### src/rtl/rid_pkg.sv
// Shared types and encodings for the instruction decoder.
package rid_pkg;

    // Decoded operation codes
    localparam logic [4:0] OP_NOP     = 5'd0;
    localparam logic [4:0] OP_BREAK   = 5'd1;
    localparam logic [4:0] OP_SLT     = 5'd2;
    localparam logic [4:0] OP_SLTU    = 5'd3;
    localparam logic [4:0] OP_SLL     = 5'd4;
    localparam logic [4:0] OP_SRL     = 5'd5;
    localparam logic [4:0] OP_SRA     = 5'd6;
    localparam logic [4:0] OP_SUB     = 5'd7;
    localparam logic [4:0] OP_SUBU    = 5'd8;
    localparam logic [4:0] OP_ADD     = 5'd9;
    localparam logic [4:0] OP_ADDU    = 5'd10;
    localparam logic [4:0] OP_AND     = 5'd11;
    localparam logic [4:0] OP_OR      = 5'd12;
    localparam logic [4:0] OP_XOR     = 5'd13;
    localparam logic [4:0] OP_NOR     = 5'd14;
    localparam logic [4:0] OP_J       = 5'd15;
    localparam logic [4:0] OP_SW      = 5'd16;
    localparam logic [4:0] OP_LW      = 5'd17;
    localparam logic [4:0] OP_BEQ     = 5'd18;
    localparam logic [4:0] OP_BNE     = 5'd19;
    localparam logic [4:0] OP_BGEZ    = 5'd20;
    localparam logic [4:0] OP_BGTZ    = 5'd21;
    localparam logic [4:0] OP_BLEZ    = 5'd22;
    localparam logic [4:0] OP_BLTZ    = 5'd23;
    localparam logic [4:0] OP_ADDI    = 5'd24;
    localparam logic [4:0] OP_ADDIU   = 5'd25;
    localparam logic [4:0] OP_SLTI    = 5'd26;
    localparam logic [4:0] OP_UNKNOWN = 5'd27;

    // Primary opcode field
    localparam logic [5:0] OPC_SPECIAL = 6'b000000;
    localparam logic [5:0] OPC_REGIMM  = 6'b000001;
    localparam logic [5:0] OPC_J       = 6'b000010;
    localparam logic [5:0] OPC_BEQ     = 6'b000100;
    localparam logic [5:0] OPC_BNE     = 6'b000101;
    localparam logic [5:0] OPC_BLEZ    = 6'b000110;
    localparam logic [5:0] OPC_BGTZ    = 6'b000111;
    localparam logic [5:0] OPC_ADDI    = 6'b001000;
    localparam logic [5:0] OPC_ADDIU   = 6'b001001;
    localparam logic [5:0] OPC_SLTI    = 6'b001010;
    localparam logic [5:0] OPC_LW      = 6'b100011;
    localparam logic [5:0] OPC_SW      = 6'b101011;

    // SPECIAL function field
    localparam logic [5:0] FN_SLL   = 6'b000000;
    localparam logic [5:0] FN_SRL   = 6'b000010;
    localparam logic [5:0] FN_SRA   = 6'b000011;
    localparam logic [5:0] FN_BREAK = 6'b001101;
    localparam logic [5:0] FN_ADD   = 6'b100000;
    localparam logic [5:0] FN_ADDU  = 6'b100001;
    localparam logic [5:0] FN_SUB   = 6'b100010;
    localparam logic [5:0] FN_SUBU  = 6'b100011;
    localparam logic [5:0] FN_AND   = 6'b100100;
    localparam logic [5:0] FN_OR    = 6'b100101;
    localparam logic [5:0] FN_XOR   = 6'b100110;
    localparam logic [5:0] FN_NOR   = 6'b100111;
    localparam logic [5:0] FN_SLT   = 6'b101010;
    localparam logic [5:0] FN_SLTU  = 6'b101011;

    // REGIMM rt field
    localparam logic [4:0] RT_BLTZ = 5'b00000;
    localparam logic [4:0] RT_BGEZ = 5'b00001;

    // Memory access kind
    localparam logic [1:0] MEM_NONE  = 2'd0;
    localparam logic [1:0] MEM_LOAD  = 2'd1;
    localparam logic [1:0] MEM_STORE = 2'd2;

    typedef struct packed {
        logic [31:0] instr_word;
        logic [31:0] pc;
    } t_in_item;

    typedef struct packed {
        logic [4:0]         op;
        logic [4:0]         dest_reg;
        logic [4:0]         src_reg;
        logic [4:0]         second_reg;
        logic               dest_valid;
        logic               src_valid;
        logic               second_valid;
        logic signed [15:0] immediate;
        logic [31:0]        target_address;
        logic               is_branch;
        logic               is_jump;
        logic [1:0]         mem_kind;
    } t_out_item;

endpackage

### src/rtl/rid_if.sv
// Valid/ready channel interfaces for instructions, decode results and configuration.
interface rid_in_if;
    import rid_pkg::*;
    logic     valid;
    logic     ready;
    t_in_item payload;
    modport source (output valid, output payload, input ready);
    modport sink   (input valid, input payload, output ready);
endinterface

interface rid_out_if;
    import rid_pkg::*;
    logic      valid;
    logic      ready;
    t_out_item payload;
    modport source (output valid, output payload, input ready);
    modport sink   (input valid, input payload, output ready);
endinterface

interface rid_cfg_if;
    logic valid;
    logic ready;
    logic data;
    modport source (output valid, output data, input ready);
    modport sink   (input valid, input data, output ready);
endinterface

### src/rtl/rid_decode.sv
// Combinational decode of one instruction word into a result item.
module rid_decode (
    input  logic               i_byte_swap,
    input  rid_pkg::t_in_item  i_item,
    output rid_pkg::t_out_item o_result
);
    import rid_pkg::*;

    logic [31:0] w;
    logic [5:0]  opc;
    logic [4:0]  rs;
    logic [4:0]  rt;
    logic [4:0]  rd;
    logic [4:0]  sh;
    logic [5:0]  fn;
    logic [15:0] imm16;
    logic [4:0]  op;
    logic [31:0] br_target;

    assign w = i_byte_swap ? {i_item.instr_word[7:0], i_item.instr_word[15:8],
                              i_item.instr_word[23:16], i_item.instr_word[31:24]}
                           : i_item.instr_word;

    assign opc   = w[31:26];
    assign rs    = w[25:21];
    assign rt    = w[20:16];
    assign rd    = w[15:11];
    assign sh    = w[10:6];
    assign fn    = w[5:0];
    assign imm16 = w[15:0];

    assign br_target = i_item.pc + 32'd4 + {{14{imm16[15]}}, imm16, 2'b00};

    // Operation code
    always_comb begin
        op = OP_UNKNOWN;
        unique case (opc)
            OPC_SPECIAL: begin
                unique case (fn)
                    FN_BREAK: op = OP_BREAK;
                    FN_SLL: begin
                        if (w == 32'd0) begin
                            op = OP_NOP;
                        end else if (rs == 5'd0) begin
                            op = OP_SLL;
                        end
                    end
                    FN_SRL: op = OP_SRL;
                    FN_SRA: op = OP_SRA;
                    default: begin
                        if (sh == 5'd0) begin
                            unique case (fn)
                                FN_SLT:  op = OP_SLT;
                                FN_SLTU: op = OP_SLTU;
                                FN_SUB:  op = OP_SUB;
                                FN_SUBU: op = OP_SUBU;
                                FN_ADD:  op = OP_ADD;
                                FN_ADDU: op = OP_ADDU;
                                FN_AND:  op = OP_AND;
                                FN_OR:   op = OP_OR;
                                FN_XOR:  op = OP_XOR;
                                FN_NOR:  op = OP_NOR;
                                default: op = OP_UNKNOWN;
                            endcase
                        end
                    end
                endcase
            end
            OPC_J:     op = OP_J;
            OPC_SW:    op = OP_SW;
            OPC_LW:    op = OP_LW;
            OPC_BEQ:   op = OP_BEQ;
            OPC_BNE:   op = OP_BNE;
            OPC_REGIMM: begin
                if (rt == RT_BGEZ) begin
                    op = OP_BGEZ;
                end else if (rt == RT_BLTZ) begin
                    op = OP_BLTZ;
                end
            end
            OPC_BGTZ:  if (rt == 5'd0) op = OP_BGTZ;
            OPC_BLEZ:  if (rt == 5'd0) op = OP_BLEZ;
            OPC_ADDI:  op = OP_ADDI;
            OPC_ADDIU: op = OP_ADDIU;
            OPC_SLTI:  op = OP_SLTI;
            default:   op = OP_UNKNOWN;
        endcase
    end

    // Operand fields; unused fields stay zero
    always_comb begin
        o_result = '0;
        o_result.op = op;
        unique case (op) inside
            OP_SLL, OP_SRL, OP_SRA: begin
                o_result.dest_reg   = rd;
                o_result.src_reg    = rt;
                o_result.dest_valid = 1'b1;
                o_result.src_valid  = 1'b1;
                o_result.immediate  = {11'd0, sh};
            end
            OP_SLT, OP_SLTU, OP_SUB, OP_SUBU, OP_ADD, OP_ADDU,
            OP_AND, OP_OR, OP_XOR, OP_NOR: begin
                o_result.dest_reg     = rd;
                o_result.src_reg      = rs;
                o_result.second_reg   = rt;
                o_result.dest_valid   = 1'b1;
                o_result.src_valid    = 1'b1;
                o_result.second_valid = 1'b1;
            end
            OP_J: begin
                o_result.is_jump        = 1'b1;
                o_result.target_address = {4'd0, w[25:0], 2'b00};
            end
            OP_SW, OP_LW: begin
                o_result.src_reg      = rs;
                o_result.second_reg   = rt;
                o_result.src_valid    = 1'b1;
                o_result.second_valid = 1'b1;
                o_result.immediate    = imm16;
                o_result.mem_kind     = (op == OP_SW) ? MEM_STORE : MEM_LOAD;
            end
            OP_BEQ, OP_BNE: begin
                o_result.src_reg        = rs;
                o_result.second_reg     = rt;
                o_result.src_valid      = 1'b1;
                o_result.second_valid   = 1'b1;
                o_result.is_branch      = 1'b1;
                o_result.target_address = br_target;
            end
            OP_BGEZ, OP_BGTZ, OP_BLEZ, OP_BLTZ: begin
                o_result.src_reg        = rs;
                o_result.src_valid      = 1'b1;
                o_result.is_branch      = 1'b1;
                o_result.target_address = br_target;
            end
            OP_ADDI, OP_ADDIU, OP_SLTI: begin
                o_result.dest_reg   = rt;
                o_result.src_reg    = rs;
                o_result.dest_valid = 1'b1;
                o_result.src_valid  = 1'b1;
                o_result.immediate  = imm16;
            end
            default: ;
        endcase
    end

endmodule

### src/rtl/risc_instruction_decoder_core.sv
// Top level: input register, decode logic and result register.
// Instructions pass the input register, the decode logic and the result register in order.
// Throughput: one instruction per cycle while the output side takes; the result register
// advances when the output side takes or is empty, the input register when it is empty or
// the result register advances.
// Reset clears both stage valid flags and sets byte swapping on.
module risc_instruction_decoder_core (
    input  logic      i_clk,
    input  logic      i_rst_n,
    rid_cfg_if.sink   i_cfg,
    rid_in_if.sink    i_in,
    rid_out_if.source o_out
);
    import rid_pkg::*;

    logic      r_byte_swap;
    logic      r_in_valid;
    t_in_item  r_in_item;
    logic      r_out_valid;
    t_out_item r_out_item;
    t_out_item n_out_item;
    logic      out_advance;
    logic      in_advance;

    assign out_advance = !r_out_valid || o_out.ready;
    assign in_advance  = !r_in_valid || out_advance;

    assign i_cfg.ready   = 1'b1;
    assign i_in.ready    = in_advance;
    assign o_out.valid   = r_out_valid;
    assign o_out.payload = r_out_item;

    rid_decode u_decode (
        .i_byte_swap (r_byte_swap),
        .i_item      (r_in_item),
        .o_result    (n_out_item)
    );

    always_ff @(posedge i_clk) begin
        if (!i_rst_n) begin
            r_byte_swap <= 1'b1;
        end else if (i_cfg.valid) begin
            r_byte_swap <= i_cfg.data;
        end
    end

    always_ff @(posedge i_clk) begin
        if (!i_rst_n) begin
            r_in_valid  <= 1'b0;
            r_out_valid <= 1'b0;
        end else begin
            if (in_advance) begin
                r_in_valid <= i_in.valid;
            end
            if (out_advance) begin
                r_out_valid <= r_in_valid;
            end
        end
    end

    // Payload registers: load on advance with valid data, hold otherwise
    always_ff @(posedge i_clk) begin
        if (in_advance && i_in.valid) begin
            r_in_item <= i_in.payload;
        end
        if (out_advance && r_in_valid) begin
            r_out_item <= n_out_item;
        end
    end

endmodule

### src/flat_wrapper.sv
// flat-port wrapper written by rule: the top's interface ports become plain ports
module risc_instruction_decoder_core_flat import rid_pkg::*;
  (i_clk, i_rst_n, i_cfg_valid, i_cfg_data, i_cfg_ready, i_in_valid, i_in_payload, i_in_ready, o_out_valid, o_out_payload, o_out_ready);
  rid_cfg_if i_cfg_i ();
  rid_in_if i_in_i ();
  rid_out_if o_out_i ();
  input  logic i_clk;
  input  logic i_rst_n;
  input wire logic [$bits(i_cfg_i.valid)-1:0] i_cfg_valid;
  input wire logic [$bits(i_cfg_i.data)-1:0] i_cfg_data;
  output wire logic [$bits(i_cfg_i.ready)-1:0] i_cfg_ready;
  input wire logic [$bits(i_in_i.valid)-1:0] i_in_valid;
  input wire logic [$bits(i_in_i.payload)-1:0] i_in_payload;
  output wire logic [$bits(i_in_i.ready)-1:0] i_in_ready;
  output wire logic [$bits(o_out_i.valid)-1:0] o_out_valid;
  output wire logic [$bits(o_out_i.payload)-1:0] o_out_payload;
  input wire logic [$bits(o_out_i.ready)-1:0] o_out_ready;
  assign i_cfg_i.valid = i_cfg_valid;
  assign i_cfg_i.data = i_cfg_data;
  assign i_cfg_ready = i_cfg_i.ready;
  assign i_in_i.valid = i_in_valid;
  assign i_in_i.payload = i_in_payload;
  assign i_in_ready = i_in_i.ready;
  assign o_out_valid = o_out_i.valid;
  assign o_out_payload = o_out_i.payload;
  assign o_out_i.ready = o_out_ready;
  risc_instruction_decoder_core u_core (.i_clk(i_clk), .i_rst_n(i_rst_n), .i_cfg(i_cfg_i), .i_in(i_in_i), .o_out(o_out_i));
endmodule
### config.mk
export PLATFORM = sky130hd
export DESIGN_NAME = risc_instruction_decoder_core_flat
export DESIGN_NICKNAME = d
export VERILOG_FILES = /design/src/rtl/rid_pkg.sv /design/src/rtl/rid_if.sv /design/src/rtl/rid_decode.sv /design/src/rtl/risc_instruction_decoder_core.sv /design/src/flat_wrapper.sv
export SDC_FILE = /design/constraint.sdc
export NUM_CORES = 1
export LEC_CHECK = 0
export BUFFER_PORTS_ARGS = -buffer_cell sky130_fd_sc_hd__buf_2
export CAP_MARGIN = 20
export CORE_UTILIZATION = 50
export DETAILED_ROUTE_END_ITERATION = 6
export GPL_TIMING_DRIVEN = 1
export PLACE_DENSITY = 0.73
export SYNTH_ARGS = -nofsm -noshare
export SYNTH_HDL_FRONTEND = slang
export SYNTH_SLANG_ARGS = --single-unit
### constraint.sdc
create_clock -name i_clk -period 9.2 [get_ports i_clk]
set_input_delay 2.3 -clock i_clk [delete_from_list [all_inputs] [get_ports i_clk]]
set_output_delay 2.3 -clock i_clk [all_outputs]
set_load 0.05 [all_outputs]
-- Yosys cells after proc, flatten, opt, wreduce, memory -nomap -nowiden
Index checks and enable logic that the tools add are counted.
- register bits: 142
- input bits: 70
- word-level logic and storage cells: 112
- add/sub/neg operators: 2
- equal/unequal tests: 50
- muxes and demuxes: 21
- reduce and logical (&&, ||, !) cells: 22
- operators with widths (cell ; number):
    == test 6 bit (second input constant) ; 12
    one-hot mux 32 bit (2 select lines) ; 1
    one-hot mux 5 bit (12 select lines) ; 1
    == test 5 bit (second input constant) ; 11
    one-hot mux 5 bit (10 select lines) ; 1
    == test 5 x 4 -> 1 bit (second input constant) ; 8
    adder 32 x 3 -> 32 bit (second input constant) ; 1
    adder 32 bit ; 1
    zero test 32 bit ; 1
    two-way mux 32 bit ; 1
    one-hot mux 16 bit (2 select lines) ; 1
    == test 6 x 3 -> 1 bit (second input constant) ; 4
    == test 6 x 4 -> 1 bit (second input constant) ; 4
    OR reduction 24 bit ; 1
    OR reduction 21 bit ; 1
    == test 5 x 3 -> 1 bit (second input constant) ; 4
    two-way mux 5 bit ; 4
    one-hot mux 5 bit (2 select lines) ; 2
    one-hot mux 5 bit (4 select lines) ; 1
    == test 6 x 2 -> 1 bit (second input constant) ; 3
    OR reduction 16 bit ; 1
    zero test 5 bit ; 3
    OR reduction 14 bit ; 1
    OR reduction 13 bit ; 1
    14 further kinds ; 26

-- Longest topological paths before layout
Gate-level depths: netlist (run 1).
- depth in word-level cells: 9
- depth in mapped cells: 19
- mapped depth without buffers: 17

-- Cells and area by module
A second synthesis (run 1) with hierarchy kept.
- cell total of the unflattened synthesis: 687
- area total of the unflattened synthesis: 8102.8 µm²
- by module, submodules not included (module ; times used ; cells each ; area an instance (µm²)):
    risc_instruction_decoder_core ; 1 ; 153 ; 4322.9
    rid_decode ; 1 ; 534 ; 3779.9

-- Least setup slack after synthesis (run 1)
Ideal clock, no wire load.
- path type: input to register
- start point: input port o_out_ready
- end point: register u_core.r_out_item (netlist bit u_core.o_out.payload[0]), enable pin
- setup time: 518 ps
- arrival: 5709 ps
- data required time: 8682 ps
- slack: 2973 ps
- stages on the path: 2
- path through: nor2b_1 -> nor2b_1
- cells in the longest elaborated chain, start to end: 2
- RTL lines (element ; line ; source):
    from (decl) ; flat_wrapper.sv:17 ; input wire logic [$bits(o_out_i.ready)-1:0] o_out_ready;
    logical OR 1 bit ; risc_instruction_decoder_core.sv:25 ; assign out_advance = !r_out_valid || o_out.ready;
    logical AND 1 bit ; risc_instruction_decoder_core.sv:66 ; if (out_advance && r_in_valid) begin
    to (signal assigned) ; risc_instruction_decoder_core.sv:67 ; r_out_item <= n_out_item;
    to (decl) ; risc_instruction_decoder_core.sv:20 ; t_out_item r_out_item;
No other way between the ends.
A chain may end at the register's enable or synchronous reset.

==> out/metrics.yaml, run 1 <==
status:
  status: "completed"
floorplanning:
  start_util_pct: 51.9
  dieHeight_um: 129
  io_pins: 148
  rows: 45
  core-area_um2: 15400
  dieArea_um2: 16500
  fp.dieW_um: 129
worst_setup_path:
  start_kind: "flip-flop"
  crit_arrival_ns: 5.64
  regToRegSetupSlack_ns: 3.83
  critical_path_required_ns: 9.47
  worst-path-max-fanout: 67
  cp_slowest_cell: "a2111oi_0"
  crit_family: "compound AO/OA/AOI/OAI gates"
  path_buf_inv: 4
  worstPathCellList: "buf_4 > inv_2 > nand2_1 > a21boi_2 > inv_2 > ha_1 > ha_1 > inv_1 > fa_1 > nor2b_1 > o21ai_1 > a21boi_0 > o41ai_1 > o21a_1 > o21ai_0 > a2111oi_0 > a31oi_1 > a21oi_1"
  slowest_delay_ns: 0.70
  crit_type: "flip-flop to flip-flop"
  end_kind: "flip-flop"
synthesis:
  synth_compound_area_share_pct: 16.2
  synth_top_family_by_area: "compound AO/OA/AOI/OAI gates"
  ys.flop_type: "edfxtp_1"
  avgSynthCellArea_um2: 11.8
  yosys_warnings: 0
  synth-xor-area-share_pct: 2.63
  synth-seq-cells: 142
  muxShareOfSynthArea_pct: 4.02
  synth_edf_count: 139
  async_flop_share_pct: 0
  ys_types: 81
  ys_seq_area_share_pct: 52.9
  mappedNetlistArea_um2: 8000
  synthSimpleGateAreaFrac_pct: 11.6
  syn_inst: 680
  synth-adder-area-share_pct: 9.16
  synth_fp_nets: 808
routing:
  drtAntennaViolNets: 0
  via_per_inst: 6.01
  drt_iter0_drc: 561
  routed_wl_um: 21500
  wire_per_inst_um: 20.6
  drcViolationCount: 0
  vias: 6295
  drt_first_pass_iters: 5
cts:
  cts_resized: 0
  cts-buffers-inserted: 17
  insertion_delay_ns: 0.44
  cts.clk_slew.worst_paths_ns: 0.06
  postCtsSetupBuffers: 0
  cts_tree: "done"
  cts_buffer_depth: 2
  cts_max_level: 4
  cts_sinks: 142
  root_buffer: "clkbuf_16"
  cts_hold_buffers: 0
finish:
  stdcell_area_um2: 9480
  final_common_cell: "buf_2"
  post-route-util_pct: 61.5
  drive_gt1_share_pct: 24.6
  antenna-diode-count: 0
  synthToLayoutAreaGrowth_pct: 18.5
  layout_common_cells: "buf_2 (146), edfxtp_1 (139), ha_1 (57)"
  finalNetCount: 951
timing:
  tightest_slew_ns: 0.985
  fin_crit_sh_pct: 58.4
  fmax_ghz: 0.186
  fin_crit_ns: 5.37
  setup_viol: 0
  clock_skew_ns: 0.0116
  grt_setup_unrepaired: "false"
  hold_violations: 0
  report.final.slew_viol_count: 0
  fin_ws_ns: 3.83
  setup_tns_ns: 0
  slew_headroom_pct: 34.3
run:
  maxCapViolCount: 0
power_and_ir_drop:
  leakage_nw: 3.91
  p_sw_share_pct: 30.8
  combPwrFrac_pct: 22.7
  p_per_area_nw_per_um2: 198
  p_seq_share_pct: 41.5
  ir_drop_v: 0.000140
  pwr-share-clk_pct: 35.9
  power.switching_w: 0.000577
  p_int_w: 0.00130
worst_hold_path:
  hold_path.class: "flip-flop to flip-flop"
global_route:
  overflow: 0
  grt_antenna_before_repair: 0
  grtUsageMet1_pct: 37.2
  grt_pass1_vias: 6130
  grt_use_met3_pct: 6.49
  track_usage_pct: 27.0
  busiest_layer: "met2"
  grt_max_degree: 76
  use_met2_pct: 42.3
  grt_pass1_wl_um: 33000
placed_design:
  io_buffers: 146
  dpl_cell_area_um2: 8910
  gp_congestion: 0.943
  pre_cts_ws_ns: 3.83
  hpwlAfterDp_um: 15500
-- power groups by stage --
stage          registers (W)  clock network, W  logic, W
6_report            0.000778          0.000672  0.000425
5_1_grt             0.000781          0.000707  0.000459
4_1_cts             0.000777          0.000681  0.000421
3_5_place_dp        0.000790                 0  0.000418
3_3_place_gp        0.000789                 0  0.000407
2_1_floorplan       0.000851                 0  0.000251
-- per-layer routing --
metal / vias up / part of all wire [%] / routed length (um)
li1: 2932 / - / -
met5: - / 0 / 0
met3: 26 / 7.3 / 1570
met1: 3054 / 45 / 9730
met4: 0 / 1.6 / 340
met2: 283 / 46 / 9910
-- worst reg2reg max path, delay by kind of cell, from the launching register on --
family          cells  cell delay (ns)
compound gates      9             2.86
simple gates        2             0.21
buf+inv             4             1.14
flops               1             0.31
fa+ha+maj           3             0.72
-- state kept, by name, summed over array words and instances (netlist names) --
| register | flops |
|---|---|
| u_core.o_out.payload | 75 |
| u_core.r_in_item | 64 |
| u_core.o_out.valid | 1 |
| u_core.r_byte_swap | 1 |
| u_core.r_in_valid | 1 |
-- cell families (layout without fill, tap and decap cells) --
| kind of cell | after synthesis | count (layout) |
|---|---|---|
| other | 1 | 1 |
| buffers and inverters | 65 | 221 |
| flip-flops | 142 | 142 |
| multiplexers | 32 | 32 |
| XOR/XNOR | 24 | 24 |
| AND/OR/NAND/NOR | 175 | 175 |
| AO/OA/AOI/OAI | 183 | 183 |
| adder cells (fa/ha/maj) | 58 | 58 |
-- cell usage after synthesis (3+ instances only) --
library cell	number	area [um^2]
nor3b_1	4	30.0
nor4_1	7	43.8
and2_1	4	25.0
inv_2	4	15.0
edfxtp_1	139	4170
nand2_1	29	109
nor3_1	18	90.1
o22ai_1	40	250
nor2_1	40	150
dfxtp_1	3	60.1
o31ai_1	3	22.5
a21oi_1	31	155
o21bai_1	4	30.0
a21o_1	15	113
a32oi_1	5	43.8
a311oi_1	4	35.0
nand2b_1	10	62.6
a21boi_0	4	30.0
o2bb2ai_1	3	26.3
mux2i_1	31	310
nand4_1	5	31.3
buf_2	3	15.0
and3_1	7	43.8
o21a_1	4	30.0
nand3_1	16	80.1
xnor2_1	14	123
a31oi_1	3	18.8
nor2b_1	14	87.6
or3_1	4	25.0
clkbuf_1	16	60.1
buf_4	6	45.0
o211ai_1	4	30.0
inv_1	34	128
or4_1	4	30.0
o21ai_0	21	105
ha_1	57	713
xor2_1	10	87.6
-- worst paths after layout --
check / start / endpoint / cells after the start
max: u_core.r_byte_swap / u_core.o_out.payload[33] / 18
max reg2reg: u_core.r_byte_swap / u_core.o_out.payload[33] / 18
min: u_core.r_in_valid / u_core.o_out.valid / 1
min reg2reg: u_core.r_in_valid / u_core.o_out.valid / 1
-- cell type report --
type                       instances  area, um^2
clock inverter                    14         140
clock buffer                      18         429
inverter                          38         143
multi-input combinational        473        3500
timing repair buffer             151         768
tap                              211         264
fill                            1293        5940
sequential                       142        4240
-- through the flow --
stage	power, W	hold WS, ns	std cells
finish	0.00188	0.568	1047
global route	0.00195	0.588	1047
CTS	0.00188	0.572	1047
detailed placement	0.00121	0.552	1015
global placement	0.00120	0.496	1015
floorplan	0.00110	0.477	680
Note: power is estimated with default switching activity, not from simulation.
==> inputs of run 2 (changes only) <==
Clock period 9.2 ns to 5.6 ns, I/O delays scaled along.
==> run 2 against run 1 <==
Register-to-register slack got worse by 3.2 ns; die area unchanged; global-route usage decreased by 0.058 points; clock power increased by 59%; worst setup slack got worse by 3.2 ns; cell count increased by 0.86%; clock-buffer cell count decreased by 1; non-clock buffer count increased by 9; largest power group unchanged.
==> out/metrics.yaml, run 2 (synthesized netlist as in run 1, its figures left out) <==
timing:
  grt_setup_unrepaired: "false"
  hold_violations: 0  # unchanged
  fmax_ghz: 0.202  # +8.6%
  fin_crit_sh_pct: 88.4  # +30 points
  tightest_slew_ns: 0.899  # -0.0862 ns
  setup_viol: 0  # unchanged
  report.final.slew_viol_count: 0  # unchanged
  slew_headroom_pct: 39.7  # +5.4 points
  clock_skew_ns: 0.00775  # -0.00380 ns
  fin_crit_ns: 4.95  # -0.423 ns
  setup_tns_ns: 0  # unchanged
power_and_ir_drop:
  p_per_area_nw_per_um2: 320  # +62%
  leakage_nw: 3.96  # +1.1%
  ir_drop_v: 0.000288  # +110%
floorplanning:
  core-area_um2: 15400  # unchanged
  dieHeight_um: 129  # unchanged
  start_util_pct: 51.9  # unchanged
  dieArea_um2: 16500  # unchanged
  fp.dieW_um: 129  # unchanged
  io_pins: 148  # unchanged
  rows: 45  # unchanged
cts:
  cts-buffers-inserted: 17  # unchanged
  root_buffer: "clkbuf_16"
  cts_max_level: 4  # unchanged
  cts_sinks: 142  # unchanged
  cts_tree: "done"
  insertion_delay_ns: 0.43  # about the same
  cts_buffer_depth: 2  # unchanged
  cts_resized: 0  # unchanged
  cts.clk_slew.worst_paths_ns: 0.06  # about the same
  cts_hold_buffers: 0  # unchanged
  postCtsSetupBuffers: 0  # unchanged
status:
  status: "completed"
finish:
  multi_input_comb_area_um2: 3500  # unchanged
  stdcell_area_um2: 9560  # +0.77%
  finalNetCount: 960  # +0.95%
  layout_common_cells: "buf_2 (146), edfxtp_1 (139), ha_1 (57)"
  register_area_um2: 4240  # unchanged
  largest_register_ffs: 75  # unchanged
  drive_gt1_share_pct: 25.7  # +1.0 points
  final_common_cell: "buf_2"
  fillers: 1289  # -0.31%
  synthToLayoutAreaGrowth_pct: 19.4
  antenna-diode-count: 0  # unchanged
worst_hold_path:
  hold_path.class: "flip-flop to flip-flop"
routing:
  drt_first_pass_iters: 5  # unchanged
  drcViolationCount: 0  # unchanged
  routed_wl_um: 21800  # +1.2%
  vias: 6356  # +0.97%
  wire_per_inst_um: 20.6  # +0.35%
  drtAntennaViolNets: 0  # unchanged
  via_per_inst: 6.02  # +0.11%
  drt_iter0_drc: 481  # -14%
global_route:
  grt_max_degree: 65  # -14%
  grt_antenna_before_repair: 0  # unchanged
  overflow: 0  # unchanged
  grt_pass1_vias: 6199  # +1.1%
  track_usage_pct: 26.9  # -0.058 points
  grt_pass1_wl_um: 33200  # +0.55%
placed_design:
  hpwlAfterDp_um: 16100  # +4.4%
  gp_congestion: 0.919  # -2.6%
  dpl_cell_area_um2: 8990  # +0.90%
  io_buffers: 146  # unchanged
worst_setup_path:
  worst-path-max-fanout: 34  # -49%
  end_kind: "flip-flop"
  crit_arrival_ns: 5.10  # -0.54 ns
  start_kind: "flip-flop"
  crit_type: "flip-flop to flip-flop"
  critical_path_required_ns: 5.76  # -3.71 ns
run:
  maxCapViolCount: 0  # unchanged
## run 2: changes by cell type in the layout (fill, tap and decap cells not counted), sizes merged
| cell | previous run | this run |
|---|---|---|
| clkinv | 6 | 7 |
| inv | 41 | 42 |
| buf | 151 | 160 |
| bufinv | 2 | 1 |
| clkbuf | 18 | 17 |
## run 2: worst paths after layout
| kind | from | endpoint | slack (ns) | depth (start not counted) |
|---|---|---|---|---|
| worst max-delay path | u_core.r_byte_swap | u_core.o_out.payload[30] | 0.65 | 14 |
| worst min-delay path | u_core.r_in_valid | u_core.o_out.valid | 0.53 | 1 |
| worst max register to register | u_core.r_byte_swap | u_core.o_out.payload[30] | 0.65 | 14 |
| worst min register to register | u_core.r_in_valid | u_core.o_out.valid | 0.53 | 1 |
## run 2: final cells by class
type	instances	share of cell area, %
clock inverter	15	1.43
multi-input combinational	473	36.7
sequential	142	44.3
tap	211	2.76
clock buffer	17	4.45
inverter	38	1.49
timing repair buffer	160	8.88
## run 2: stage by stage
stage | total power [W] | hold slack [ns] | std cells | setup slack, ns | utilization (%)
floorplan | 0.00181 | 0.477 | 680 | 0.273 | -
global placement | 0.00198 | 0.498 | 1024 | 0.907 | 58.3
detailed placement | 0.00199 | 0.525 | 1024 | 0.765 | 58.3
CTS | 0.00307 | 0.535 | 1056 | 0.737 | 61.9
global route | 0.00318 | 0.557 | 1056 | 0.146 | 61.9
finish | 0.00306 | 0.529 | 1056 | 0.652 | 61.9
## run 2: per-layer routing
layer	share of wire (%)	track usage (%)
met1	46	36.6
met2	47	42.8
met3	5.7	5.16
met4	2.0	10.3
met5	0	0
## run 2: report_power, final
group | internal, W | switching, W
sequential | 0.00124 | 0.0000457
clock | 0.000614 | 0.000456
combinational | 0.000249 | 0.000453
## run 2: worst max-delay path: stages (launching register included)
cell and delay, ns:
dfxtp_2 0.89, buf_12 0.28, mux2i_1 0.42, inv_1 0.15, ha_1 0.36, ha_1 0.31
a21o_1 0.18, a21oi_1 0.28, o21ai_0 0.19, nand3_1 0.14, nand2_1 0.09, a311oi_1 0.68
mux2i_1 0.15, a2111oi_0 0.40, o22ai_1 0.15
